File: config.mk
export PLATFORM = sky130hd
export DESIGN_NAME = rc_channels_to_drone_command_frame_core_flat
export DESIGN_NICKNAME = d
export VERILOG_FILES = /design/src/rtl/rcdf_pkg.sv /design/src/rtl/rcdf_req_if.sv /design/src/rtl/rcdf_rsp_if.sv /design/src/rtl/rc_channels_to_drone_command_frame_core.sv /design/src/rtl/rcdf_front.sv /design/src/rtl/rcdf_queue.sv /design/src/rtl/rcdf_back.sv /design/src/flat_wrapper.sv
export SDC_FILE = /design/constraint.sdc
export NUM_CORES = 2
export LEC_CHECK = 0
export BUFFER_PORTS_ARGS = -buffer_cell sky130_fd_sc_hd__clkbuf_2
export CORE_AREA = 2 2 358 360
export CTS_CLUSTER_DIAMETER = 40
export DETAILED_ROUTE_END_ITERATION = 10
export DIE_AREA = 0 0 360 362
export GPL_TIMING_DRIVEN = 0
export SYNTH_ARGS = -nofsm -noshare
export SYNTH_HDL_FRONTEND = slang
export SYNTH_SLANG_ARGS = --single-unit
File: constraint.sdc
create_clock -name clk -period 6.5 [get_ports clk]
set_clock_uncertainty 0.15 [all_clocks]
set_input_delay 0.65 -clock clk [delete_from_list [all_inputs] [get_ports clk]]
set_output_delay 0.65 -clock clk [all_outputs]
set_load 0.1 [all_outputs]
File: src/rtl/rcdf_pkg.sv
// ----------------------------------------------------------------------------
// rcdf_pkg
// Shared types, constants and register codes of the command frame encoder.
// ----------------------------------------------------------------------------
package rcdf_pkg;

  // frame geometry
  localparam int unsigned FRAME_LEN  = 40;
  localparam int unsigned IDX_W      = 6;
  localparam logic [IDX_W-1:0] IDX_LAST   = IDX_W'(FRAME_LEN - 1);
  localparam logic [IDX_W-1:0] IDX_CNT0   = 6'd12;
  localparam logic [IDX_W-1:0] IDX_SYNC   = 6'd16;
  localparam logic [IDX_W-1:0] IDX_ROLL   = 6'd17;
  localparam logic [IDX_W-1:0] IDX_PITCH  = 6'd18;
  localparam logic [IDX_W-1:0] IDX_THR    = 6'd19;
  localparam logic [IDX_W-1:0] IDX_YAW    = 6'd20;
  localparam logic [IDX_W-1:0] IDX_FLAGS  = 6'd21;
  localparam logic [IDX_W-1:0] IDX_CHECK  = 6'd22;
  localparam logic [IDX_W-1:0] IDX_END    = 6'd23;

  localparam logic [7:0] SYNC_BYTE = 8'h66;
  localparam logic [7:0] END_BYTE  = 8'h99;
  localparam logic [7:0] FLAG_BASE = 8'h40;

  // fixed header bytes 0..11
  localparam logic [7:0] HEADER [12] = '{
    8'hef, 8'h02, 8'h28, 8'h00, 8'h02, 8'h02,
    8'h00, 8'h01, 8'h00, 8'h00, 8'h00, 8'h00
  };

  // stick scaling: offset, then floor(m * 63 / 250) by reciprocal multiply
  localparam logic [11:0] STICK_MID    = 12'd1000;
  localparam logic [18:0] SCALE_RECIP  = 19'd268436;
  localparam int unsigned SCALE_SHIFT  = 26;
  localparam logic [7:0]  STICK_BIAS   = 8'd2;

  // button counter limits
  localparam logic [6:0] BTN_RELEASE  = 7'd50;
  localparam logic [6:0] BTN_CAP      = 7'd100;

  // queue depth default
  localparam int unsigned QUEUE_DEPTH = 2;

  // configuration port
  localparam int unsigned CFG_IDX_W  = 2;
  localparam int unsigned CFG_DATA_W = 16;

  typedef enum logic [CFG_IDX_W-1:0] {
    CFG_BUTTON_THR = 2'd0,
    CFG_SWITCH_THR = 2'd1,
    CFG_PULSE_FRM  = 2'd2,
    CFG_BEEP_INT   = 2'd3
  } cfg_reg_e;

  localparam logic [11:0] RST_BUTTON_THR = 12'd1900;
  localparam logic [11:0] RST_SWITCH_THR = 12'd1750;
  localparam logic [6:0]  RST_PULSE_FRM  = 7'd22;
  localparam logic [15:0] RST_BEEP_INT   = 16'd1000;

  typedef struct packed {
    logic [11:0] button_thr;
    logic [11:0] switch_thr;
    logic [6:0]  pulse_frames;
    logic [15:0] beep_interval;
  } rcdf_cfg_t;

  // one frame worth of variable fields, front to back
  typedef struct packed {
    logic [31:0] frame_count;
    logic [7:0]  roll;
    logic [7:0]  pitch;
    logic [7:0]  throttle;
    logic [7:0]  yaw;
    logic [7:0]  flags;
    logic [7:0]  check;
    logic [6:0]  event_mask;
  } rcdf_desc_t;

  typedef struct packed {
    logic full;
    logic empty;
  } rcdf_qstat_t;

  typedef struct packed {
    logic [6:0] cnt;
    logic       fired;
  } rcdf_btn_t;

endpackage

File: src/rtl/rcdf_req_if.sv
// ----------------------------------------------------------------------------
// rcdf_req_if
// Frame request channel: ten RC channel values and the time in ms.
// ----------------------------------------------------------------------------
interface rcdf_req_if;
  logic        valid;
  logic        ready;
  logic [11:0] roll_value;
  logic [11:0] pitch_value;
  logic [11:0] throttle_value;
  logic [11:0] yaw_value;
  logic [11:0] takeoff_value;
  logic [11:0] landing_value;
  logic [11:0] stop_value;
  logic [11:0] headless_value;
  logic [11:0] flip_value;
  logic [11:0] gyro_value;
  logic [31:0] now_ms;

  modport source (
    output valid, roll_value, pitch_value, throttle_value, yaw_value,
           takeoff_value, landing_value, stop_value, headless_value,
           flip_value, gyro_value, now_ms,
    input  ready
  );

  modport sink (
    input  valid, roll_value, pitch_value, throttle_value, yaw_value,
           takeoff_value, landing_value, stop_value, headless_value,
           flip_value, gyro_value, now_ms,
    output ready
  );
endinterface

File: src/rtl/rcdf_rsp_if.sv
// ----------------------------------------------------------------------------
// rcdf_rsp_if
// Frame byte channel: one frame byte, last marker and event mask.
// ----------------------------------------------------------------------------
interface rcdf_rsp_if;
  logic       valid;
  logic       ready;
  logic [7:0] frame_byte;
  logic       last_byte;
  logic [6:0] event_mask;

  modport source (
    output valid, frame_byte, last_byte, event_mask,
    input  ready
  );

  modport sink (
    input  valid, frame_byte, last_byte, event_mask,
    output ready
  );
endinterface

File: src/rtl/rc_channels_to_drone_command_frame_core.sv
// ----------------------------------------------------------------------------
// rc_channels_to_drone_command_frame_core
// Encodes one RC frame request into a 40-byte command frame with events.
// ----------------------------------------------------------------------------
// an accepted request passes stages p1 and p2 and the descriptor queue (DEPTH)
// ahead of the output register; bytes leave one per cycle while out_ch.ready
// holds; requests are taken every cycle unless p2 is held by a full queue
// reset: synchronous active-low rst_n clears counters, switch and beep state,
// the queue and the output, and loads the register defaults
module rc_channels_to_drone_command_frame_core import rcdf_pkg::*; #(
  parameter int unsigned DEPTH = QUEUE_DEPTH
) (
  input  logic                  clk,
  input  logic                  rst_n,
  rcdf_req_if.sink              in_ch,
  rcdf_rsp_if.source            out_ch,
  input  logic                  cfg_we,
  input  logic [CFG_IDX_W-1:0]  cfg_index,
  input  logic [CFG_DATA_W-1:0] cfg_wdata
);

  rcdf_cfg_t   cfg_r;
  rcdf_qstat_t qstat;
  rcdf_desc_t  push_desc;
  rcdf_desc_t  head_desc;
  logic        push;
  logic        pop;

  // configuration registers
  always_ff @(posedge clk) begin
    if (!rst_n) begin
      cfg_r.button_thr    <= RST_BUTTON_THR;
      cfg_r.switch_thr    <= RST_SWITCH_THR;
      cfg_r.pulse_frames  <= RST_PULSE_FRM;
      cfg_r.beep_interval <= RST_BEEP_INT;
    end else if (cfg_we) begin
      unique case (cfg_reg_e'(cfg_index))
        CFG_BUTTON_THR: cfg_r.button_thr    <= cfg_wdata[11:0];
        CFG_SWITCH_THR: cfg_r.switch_thr    <= cfg_wdata[11:0];
        CFG_PULSE_FRM:  cfg_r.pulse_frames  <= cfg_wdata[6:0];
        CFG_BEEP_INT:   cfg_r.beep_interval <= cfg_wdata[15:0];
        default:        cfg_r <= cfg_r;
      endcase
    end
  end

  rcdf_front u_front (
    .clk       (clk),
    .rst_n     (rst_n),
    .in_ch     (in_ch),
    .cfg       (cfg_r),
    .qstat     (qstat),
    .push      (push),
    .push_desc (push_desc)
  );

  rcdf_queue #(.DEPTH(DEPTH)) u_queue (
    .clk       (clk),
    .rst_n     (rst_n),
    .push      (push),
    .push_desc (push_desc),
    .pop       (pop),
    .head_desc (head_desc),
    .qstat     (qstat)
  );

  rcdf_back u_back (
    .clk       (clk),
    .rst_n     (rst_n),
    .head_desc (head_desc),
    .qstat     (qstat),
    .pop       (pop),
    .out_ch    (out_ch)
  );

  // queue takes no descriptor while full unless one is popped in the same cycle
  a_no_overflow: assert property (@(posedge clk) disable iff (!rst_n)
    push |-> (!qstat.full || pop))
    else $error("descriptor pushed into a full queue");

  // a descriptor leaves the queue only as its last byte is loaded
  a_pop_on_last: assert property (@(posedge clk) disable iff (!rst_n)
    pop |=> (out_ch.valid && out_ch.last_byte))
    else $error("queue popped without a last frame byte");

  // a partly sent frame keeps its descriptor in the queue
  a_mid_frame_held: assert property (@(posedge clk) disable iff (!rst_n)
    (out_ch.valid && !out_ch.last_byte) |-> !qstat.empty)
    else $error("frame in flight without a queued descriptor");

endmodule

File: src/rtl/rcdf_front.sv
// ----------------------------------------------------------------------------
// rcdf_front
// Accepts requests, updates button/switch/beep state, scales the sticks in a
// two-stage multiply pipeline and pushes one frame descriptor to the queue.
// ----------------------------------------------------------------------------
module rcdf_front import rcdf_pkg::*; (
  input  logic        clk,
  input  logic        rst_n,
  rcdf_req_if.sink    in_ch,
  input  rcdf_cfg_t   cfg,
  input  rcdf_qstat_t qstat,
  output logic        push,
  output rcdf_desc_t  push_desc
);

  // per-request button counter step
  function automatic rcdf_btn_t btn_step(input logic pressed, input logic [6:0] cnt);
    rcdf_btn_t r;
    logic [6:0] c;
    c = cnt;
    r.fired = 1'b0;
    if (pressed) begin
      if (c == 7'd0) begin
        r.fired = 1'b1;
        c = 7'd1;
      end
    end else if (c > BTN_RELEASE) begin
      c = 7'd0;
    end
    if (c != 7'd0 && c < BTN_CAP) begin
      c = c + 7'd1;
    end
    r.cnt = c;
    return r;
  endfunction

  // state
  logic [6:0]  cnt_r [4];
  logic [6:0]  cnt_nxt [4];
  logic        headless_r, headless_nxt;
  logic [31:0] deadline_r, deadline_nxt;
  logic [31:0] frame_count_r;

  // pipeline stage 1: offset magnitude times 63
  logic        p1_v_r;
  logic [17:0] p1_m_r [4];
  logic [3:0]  p1_neg_r;
  logic [7:0]  p1_flags_r;
  logic [6:0]  p1_ev_r;
  logic [31:0] p1_cnt_r;

  // pipeline stage 2: quotient
  logic        p2_v_r;
  logic [9:0]  p2_q_r [4];
  logic [3:0]  p2_neg_r;
  logic [7:0]  p2_flags_r;
  logic [6:0]  p2_ev_r;
  logic [31:0] p2_cnt_r;

  logic        adv;
  logic        accept;
  logic [11:0] stick_in [4];
  logic [11:0] btn_in [4];
  rcdf_btn_t   btn_res [4];
  logic [3:0]  pulse;
  logic        head_sw, flip_sw, beep;
  logic [11:0] mag [4];
  logic [3:0]  neg;
  logic [7:0]  flags;
  logic [6:0]  ev;
  logic [7:0]  stick_byte [4];

  // pipeline moves whenever the last stage can drain
  assign adv         = !p2_v_r || !qstat.full;
  assign in_ch.ready = adv;
  assign accept      = in_ch.valid && adv;
  assign push        = p2_v_r && !qstat.full;

  assign stick_in[0] = in_ch.roll_value;
  assign stick_in[1] = in_ch.pitch_value;
  assign stick_in[2] = in_ch.throttle_value;
  assign stick_in[3] = in_ch.yaw_value;
  assign btn_in[0]   = in_ch.takeoff_value;
  assign btn_in[1]   = in_ch.landing_value;
  assign btn_in[2]   = in_ch.stop_value;
  assign btn_in[3]   = in_ch.gyro_value;

  // button counters and pulse flags
  always_comb begin
    for (int i = 0; i < 4; i++) begin
      btn_res[i] = btn_step(btn_in[i] >= cfg.button_thr, cnt_r[i]);
      cnt_nxt[i] = btn_res[i].cnt;
      pulse[i]   = (btn_res[i].cnt != 7'd0) && (btn_res[i].cnt <= cfg.pulse_frames);
    end
  end

  // switches, headless edges and flip beep
  always_comb begin
    head_sw      = in_ch.headless_value > cfg.switch_thr;
    flip_sw      = in_ch.flip_value > cfg.switch_thr;
    headless_nxt = head_sw;
    beep         = flip_sw && (in_ch.now_ms > deadline_r);
    deadline_nxt = beep ? (in_ch.now_ms + 32'(cfg.beep_interval)) : deadline_r;
    ev = {beep, headless_r && !head_sw, !headless_r && head_sw,
          btn_res[3].fired, btn_res[2].fired, btn_res[1].fired, btn_res[0].fired};
    flags = FLAG_BASE | {pulse[3], 2'b00, head_sw, flip_sw, pulse[2], pulse[1], pulse[0]};
  end

  // stick offset magnitude and sign
  always_comb begin
    for (int i = 0; i < 4; i++) begin
      neg[i] = stick_in[i] < STICK_MID;
      mag[i] = neg[i] ? (STICK_MID - stick_in[i]) : (stick_in[i] - STICK_MID);
    end
  end

  // request state
  always_ff @(posedge clk) begin
    if (!rst_n) begin
      for (int i = 0; i < 4; i++) cnt_r[i] <= 7'd0;
      headless_r    <= 1'b0;
      deadline_r    <= 32'd0;
      frame_count_r <= 32'd0;
    end else if (accept) begin
      for (int i = 0; i < 4; i++) cnt_r[i] <= cnt_nxt[i];
      headless_r    <= headless_nxt;
      deadline_r    <= deadline_nxt;
      frame_count_r <= frame_count_r + 32'd1;
    end
  end

  // pipeline valids
  always_ff @(posedge clk) begin
    if (!rst_n) begin
      p1_v_r <= 1'b0;
      p2_v_r <= 1'b0;
    end else if (adv) begin
      p1_v_r <= in_ch.valid;
      p2_v_r <= p1_v_r;
    end
  end

  // pipeline payload
  always_ff @(posedge clk) begin
    if (adv) begin
      for (int i = 0; i < 4; i++) begin
        p1_m_r[i] <= {mag[i], 6'b0} - 18'(mag[i]);
        p2_q_r[i] <= 10'((37'(p1_m_r[i]) * 37'(SCALE_RECIP)) >> SCALE_SHIFT);
      end
      p1_neg_r   <= neg;
      p1_flags_r <= flags;
      p1_ev_r    <= ev;
      p1_cnt_r   <= frame_count_r;
      p2_neg_r   <= p1_neg_r;
      p2_flags_r <= p1_flags_r;
      p2_ev_r    <= p1_ev_r;
      p2_cnt_r   <= p1_cnt_r;
    end
  end

  // sign, bias and check byte
  always_comb begin
    for (int i = 0; i < 4; i++) begin
      stick_byte[i] = (p2_neg_r[i] ? (8'd0 - p2_q_r[i][7:0]) : p2_q_r[i][7:0]) + STICK_BIAS;
    end
    push_desc.frame_count = p2_cnt_r;
    push_desc.roll        = stick_byte[0];
    push_desc.pitch       = stick_byte[1];
    push_desc.throttle    = stick_byte[2];
    push_desc.yaw         = stick_byte[3];
    push_desc.flags       = p2_flags_r;
    push_desc.check       = stick_byte[0] ^ stick_byte[1] ^ stick_byte[2]
                          ^ stick_byte[3] ^ p2_flags_r;
    push_desc.event_mask  = p2_ev_r;
  end

endmodule

File: src/rtl/rcdf_queue.sv
// ----------------------------------------------------------------------------
// rcdf_queue
// Short descriptor queue between the front and the byte serializer.
// ----------------------------------------------------------------------------
module rcdf_queue import rcdf_pkg::*; #(
  parameter int unsigned DEPTH = QUEUE_DEPTH
) (
  input  logic        clk,
  input  logic        rst_n,
  input  logic        push,
  input  rcdf_desc_t  push_desc,
  input  logic        pop,
  output rcdf_desc_t  head_desc,
  output rcdf_qstat_t qstat
);

  localparam int unsigned PTR_W = (DEPTH > 1) ? $clog2(DEPTH) : 1;
  localparam int unsigned CNT_W = $clog2(DEPTH + 1);
  localparam logic [PTR_W-1:0] PTR_LAST = PTR_W'(DEPTH - 1);
  localparam logic [CNT_W-1:0] CNT_FULL = CNT_W'(DEPTH);

  rcdf_desc_t       mem_r [DEPTH];
  logic [PTR_W-1:0] wr_ptr_r, rd_ptr_r;
  logic [CNT_W-1:0] cnt_r;

  assign qstat.full  = cnt_r == CNT_FULL;
  assign qstat.empty = cnt_r == '0;
  assign head_desc   = mem_r[rd_ptr_r];

  // pointers and fill count
  always_ff @(posedge clk) begin
    if (!rst_n) begin
      wr_ptr_r <= '0;
      rd_ptr_r <= '0;
      cnt_r    <= '0;
    end else begin
      if (push) wr_ptr_r <= (wr_ptr_r == PTR_LAST) ? '0 : wr_ptr_r + 1'b1;
      if (pop)  rd_ptr_r <= (rd_ptr_r == PTR_LAST) ? '0 : rd_ptr_r + 1'b1;
      priority if (push && !pop) cnt_r <= cnt_r + 1'b1;
      else if (pop && !push)     cnt_r <= cnt_r - 1'b1;
      else                       cnt_r <= cnt_r;
    end
  end

  // storage
  always_ff @(posedge clk) begin
    if (push) mem_r[wr_ptr_r] <= push_desc;
  end

endmodule

File: src/rtl/rcdf_back.sv
// ----------------------------------------------------------------------------
// rcdf_back
// Serializes the head descriptor into forty frame bytes through an output
// register, one byte per cycle while out_ch.ready holds.
// ----------------------------------------------------------------------------
module rcdf_back import rcdf_pkg::*; (
  input  logic        clk,
  input  logic        rst_n,
  input  rcdf_desc_t  head_desc,
  input  rcdf_qstat_t qstat,
  output logic        pop,
  rcdf_rsp_if.source  out_ch
);

  logic [IDX_W-1:0] idx_r;
  logic             valid_r;
  logic [7:0]       byte_r;
  logic             last_r;
  logic [6:0]       ev_r;
  logic             take;
  logic             at_last;
  logic [7:0]       sel_byte;

  assign take    = !qstat.empty && (!valid_r || out_ch.ready);
  assign at_last = idx_r == IDX_LAST;
  assign pop     = take && at_last;

  assign out_ch.valid      = valid_r;
  assign out_ch.frame_byte = byte_r;
  assign out_ch.last_byte  = last_r;
  assign out_ch.event_mask = ev_r;

  // byte at the current frame position
  always_comb begin
    priority if (idx_r < IDX_CNT0) begin
      sel_byte = HEADER[idx_r[3:0]];
    end else if (idx_r < IDX_SYNC) begin
      unique case (idx_r[1:0])
        2'd0:    sel_byte = head_desc.frame_count[7:0];
        2'd1:    sel_byte = head_desc.frame_count[15:8];
        2'd2:    sel_byte = head_desc.frame_count[23:16];
        default: sel_byte = head_desc.frame_count[31:24];
      endcase
    end else if (idx_r == IDX_SYNC) begin
      sel_byte = SYNC_BYTE;
    end else if (idx_r == IDX_ROLL) begin
      sel_byte = head_desc.roll;
    end else if (idx_r == IDX_PITCH) begin
      sel_byte = head_desc.pitch;
    end else if (idx_r == IDX_THR) begin
      sel_byte = head_desc.throttle;
    end else if (idx_r == IDX_YAW) begin
      sel_byte = head_desc.yaw;
    end else if (idx_r == IDX_FLAGS) begin
      sel_byte = head_desc.flags;
    end else if (idx_r == IDX_CHECK) begin
      sel_byte = head_desc.check;
    end else if (idx_r == IDX_END) begin
      sel_byte = END_BYTE;
    end else begin
      sel_byte = 8'h00;
    end
  end

  // position counter and output valid
  always_ff @(posedge clk) begin
    if (!rst_n) begin
      idx_r   <= '0;
      valid_r <= 1'b0;
    end else begin
      if (take) idx_r <= at_last ? '0 : idx_r + 1'b1;
      if (take)              valid_r <= 1'b1;
      else if (out_ch.ready) valid_r <= 1'b0;
    end
  end

  // output payload
  always_ff @(posedge clk) begin
    if (take) begin
      byte_r <= sel_byte;
      last_r <= at_last;
      ev_r   <= head_desc.event_mask;
    end
  end

endmodule
File: src/flat_wrapper.sv
// flat-port wrapper written by rule: the top's interface ports become plain ports
module rc_channels_to_drone_command_frame_core_flat import rcdf_pkg::*;
#(
  parameter int unsigned DEPTH = QUEUE_DEPTH
)
  (clk, rst_n, cfg_we, cfg_index, cfg_wdata, in_ch_valid, in_ch_roll_value, in_ch_pitch_value, in_ch_throttle_value, in_ch_yaw_value, in_ch_takeoff_value, in_ch_landing_value, in_ch_stop_value, in_ch_headless_value, in_ch_flip_value, in_ch_gyro_value, in_ch_now_ms, in_ch_ready, out_ch_valid, out_ch_frame_byte, out_ch_last_byte, out_ch_event_mask, out_ch_ready);
  rcdf_req_if in_ch_i ();
  rcdf_rsp_if out_ch_i ();
  input  logic clk;
  input  logic rst_n;
  input  logic cfg_we;
  input  logic [CFG_IDX_W-1:0] cfg_index;
  input  logic [CFG_DATA_W-1:0] cfg_wdata;
  input wire logic [$bits(in_ch_i.valid)-1:0] in_ch_valid;
  input wire logic [$bits(in_ch_i.roll_value)-1:0] in_ch_roll_value;
  input wire logic [$bits(in_ch_i.pitch_value)-1:0] in_ch_pitch_value;
  input wire logic [$bits(in_ch_i.throttle_value)-1:0] in_ch_throttle_value;
  input wire logic [$bits(in_ch_i.yaw_value)-1:0] in_ch_yaw_value;
  input wire logic [$bits(in_ch_i.takeoff_value)-1:0] in_ch_takeoff_value;
  input wire logic [$bits(in_ch_i.landing_value)-1:0] in_ch_landing_value;
  input wire logic [$bits(in_ch_i.stop_value)-1:0] in_ch_stop_value;
  input wire logic [$bits(in_ch_i.headless_value)-1:0] in_ch_headless_value;
  input wire logic [$bits(in_ch_i.flip_value)-1:0] in_ch_flip_value;
  input wire logic [$bits(in_ch_i.gyro_value)-1:0] in_ch_gyro_value;
  input wire logic [$bits(in_ch_i.now_ms)-1:0] in_ch_now_ms;
  output wire logic [$bits(in_ch_i.ready)-1:0] in_ch_ready;
  output wire logic [$bits(out_ch_i.valid)-1:0] out_ch_valid;
  output wire logic [$bits(out_ch_i.frame_byte)-1:0] out_ch_frame_byte;
  output wire logic [$bits(out_ch_i.last_byte)-1:0] out_ch_last_byte;
  output wire logic [$bits(out_ch_i.event_mask)-1:0] out_ch_event_mask;
  input wire logic [$bits(out_ch_i.ready)-1:0] out_ch_ready;
  assign in_ch_i.valid = in_ch_valid;
  assign in_ch_i.roll_value = in_ch_roll_value;
  assign in_ch_i.pitch_value = in_ch_pitch_value;
  assign in_ch_i.throttle_value = in_ch_throttle_value;
  assign in_ch_i.yaw_value = in_ch_yaw_value;
  assign in_ch_i.takeoff_value = in_ch_takeoff_value;
  assign in_ch_i.landing_value = in_ch_landing_value;
  assign in_ch_i.stop_value = in_ch_stop_value;
  assign in_ch_i.headless_value = in_ch_headless_value;
  assign in_ch_i.flip_value = in_ch_flip_value;
  assign in_ch_i.gyro_value = in_ch_gyro_value;
  assign in_ch_i.now_ms = in_ch_now_ms;
  assign in_ch_ready = in_ch_i.ready;
  assign out_ch_valid = out_ch_i.valid;
  assign out_ch_frame_byte = out_ch_i.frame_byte;
  assign out_ch_last_byte = out_ch_i.last_byte;
  assign out_ch_event_mask = out_ch_i.event_mask;
  assign out_ch_i.ready = out_ch_ready;
  rc_channels_to_drone_command_frame_core #(.DEPTH(DEPTH)) u_core (.clk(clk), .rst_n(rst_n), .in_ch(in_ch_i), .out_ch(out_ch_i), .cfg_we(cfg_we), .cfg_index(cfg_index), .cfg_wdata(cfg_wdata));
endmodule
==> qor.txt <==
P&R area growth vs syn = 13.7%
Tmin final = 6.03 ns
critical path type = flip-flop to flip-flop
Tcrit/Tclk final = 92.8%
cell count of the worst hold path = 3
placed cell area = 0.0471 mm^2
CP Capture Type = flip-flop
final setup violation count = 0
syn_nets = 5366
post-DR wirelength/cell = 15.3 um
Max Cap Violations = 0
hold path startpoint = cfg_wdata[12]
Core Box Area = 0.127 mm^2
Die X = 360 um
routability congestion estimate = 0.885
Worst Tran Pin Value = 1.29 ns
CTS tree = done
Antenna Nets Post-Route = 0
Detailed Route WL = 95400 um
endpoints failing hold = 0
reg2reg setup slack = 0.47 ns
residual DRC count = 0
worst r2r src = u_core.u_front.p1_m_r[0][7]
initial core utilization = 34.7%
Peak Freq = 166 MHz
synthesized cell area = 0.0439 mm^2
unrepaired setup endpoints after global routing = false
area leader, netlist = edfxtp_1
Clock Latency Late Sink = 0.65 ns
hold_buf cts = 0
status = complete, no violations
Final HPWL DP = 75400 um
Num CTS Buffers = 78
die height = 362 um
buffer depth of the longest clock path = 3
sequential share of the synthesized area = 34.2%
Total GRT Usage = 14.7%
drt first pass iters = 5
IO Pins = 193
most frequent cells in the layout = 778 x ha_1, 740 x inv_1, 416 x edfxtp_1
Min-Delay Endpoint = u_core.cfg_r[12]
initial antenna violation count = 2
DR iter-0 viols = 1279
fillers = 12304
root buffer cell = clkbuf_16
max_slew headroom = 13.5%
largest net degree at the start of global routing = 113
Synth area leaders = edfxtp_1 28%, ha_1 22%, fa_1 8.4%
number of global-route vias before repair = 30547
nets@finish = 5639
R2R depth = 20
clock-pin slew on the worst setup and hold paths = 0.05 ns
worst reg2reg endpoint = u_core.u_front.p2_q_r[0][7]
largest fanout on the critical path = 6
die area = 0.130 mm^2
Hold WS = 0.0972 ns
type of the tightest min-delay check = input port to flip-flop
Crit path arrival time = 6.25 ns
Synth top area share = 28.4%
htree depth = 3
Synth cell types = 104
crit path launch type = flip-flop
Avg Cell Area, Syn = 10.4 um^2
register bit count reported by yosys = 542
share of post-route cells with drive strength above 1 = 9.43%
commonest non-fill, non-tap cell in the layout = ha_1
Placed Cells = 6083
area of the multi-input gates = 0.0259 mm^2
cell area after layout = 0.0499 mm^2
final setup TNS = 0 ns
total congestion overflow = 0
top_reg_cell synth = edfxtp_1
Ys Warns = 0
FF/Latch Area = 0.0150 mm^2
Vias/cell = 4.85
Max Transition Viols Final = 0
Synth async-reset ratio = 0%
DR vias = 30205
buffers added on ports = 187
Sink Count = 542
Rows = 131
Post-Syn Instances = 4228
Post-synth EDFFs = 416
CP required = 6.72 ns
Layout Cells excl Fill = 6226
global-route wire length before repair = 157000 um
[routing by layer]
metal  up-vias  track usage [%]  routed length, um  share of wire, %
li1      15274                -                  -                 -
met1     14409             18.8              43900                46
met2       399             26.2              46700                49
met3       123             1.73               2890               3.0
met4         0             3.78               1930               2.0
met5         -                0                  0                 0
[Yosys cell counts, drive strengths merged (45+ instances only)]
cell    instances
a21o           52
edfxtp        416
nand4          45
nor2b          57
o21ai         129
fa            185
mux2i          60
ha            778
a21oi         142
nor2          172
and2           59
nand3          78
inv           743
nand2         244
xnor2         179
xor2           95
nor3           72
dfxtp         126
clkbuf         53
[worst max-delay path: stages (launching register included)]
cell       delay (ns)
edfxtp_1         0.54
ha_1             0.37
ha_1             0.15
inv_1            0.06
fa_1             0.50
fa_1             0.50
inv_1            0.06
fa_1             0.53
inv_1            0.05
fa_1             0.52
inv_1            0.04
ha_1             0.29
a21o_1           0.18
a21o_1           0.16
a21oi_1          0.16
o221ai_1         0.24
o21ba_2          0.30
o41ai_2          0.39
o2111ai_1        0.25
a21oi_1          0.22
xnor2_1          0.09
[flip-flops by register name, summed over array words and instances, names as in the netlist, 7 cells and up, named ones only]
name                             flops
u_core.u_queue.mem_r               170
u_core.cfg_r                        47
u_core.u_front.p1_ev_r               7
u_core.u_back.out_ch.event_mask      7
u_core.u_front.p1_m_r               72
u_core.u_front.deadline_r           32
u_core.u_front.frame_count_r        32
u_core.u_back.out_ch.frame_byte      8
u_core.u_front.cnt_r                28
u_core.u_front.p2_cnt_r             32
u_core.u_front.p2_ev_r               7
u_core.u_front.p1_cnt_r             32
u_core.u_front.p2_q_r               32
[kinds of logic (layout without fill, tap and decap cells)]
kind of cell,count (synthesis),count (layout),synth area share [%]
compound gates,655,655,10.2
flops,542,542,34.2
fa+ha+maj,963,963,30.6
other cells,0,2,0
simple gates,890,890,10.3
buf+inv,819,1153,7.05
xor+xnor,274,274,5.54
mux,85,85,2.17
[worst max path at each step]
stage / to / cells past startpoint / from / slack [ns]
finish: u_core.u_front.p2_q_r[0][7] / 20 / u_core.u_front.p1_m_r[0][7] / 0.47
global route: u_core.u_front.p2_q_r[0][7] / 19 / u_core.u_front.p1_m_r[0][4] / 0.07
CTS: u_core.u_front.p2_q_r[0][7] / 19 / u_core.u_front.p1_m_r[0][3] / 0.19
detailed placement: u_core.u_front.p2_q_r[0][7] / 19 / u_core.u_front.p1_m_r[0][4] / 0.24
global placement: u_core.u_queue.mem_r[0][52] / 3 / u_core.u_queue.cnt_r[0] / -0.77
floorplan: u_core.u_front.p2_q_r[0][7] / 20 / u_core.u_front.p1_m_r[0][6] / 0.96
[through the flow]
| step | util [%] | setup WS, ns |
|---|---|---|
| floorplan | - | 0.956 |
| global placement | 37.1 | -0.774 |
| detailed placement | 37.2 | 0.243 |
| CTS | 39.4 | 0.186 |
| global route | 39.4 | 0.0741 |
| finish | 39.4 | 0.470 |
[what timing repair did]
| action | in CTS | in global routing |
|---|---|---|
| setup buffers | 0 | 0 |
| resized for setup | 0 | 3 |
| endpoints found under the setup margin | 0 | 5 |
[area by class of cell]
cell class	instances	share of cell area (%)
diodes	2	0.0100
plain buffers	74	0.599
clock buffers	86	4.01
clock inverters	55	1.60
inverters	745	5.62
multi-input cells	2867	51.8
flip-flops and latches	542	30.1
well taps	1662	4.16
repair buffers	193	2.16
Power is not shown: default switching activity piles up to over one toggle a cycle in this logic, so the estimate is an artifact.
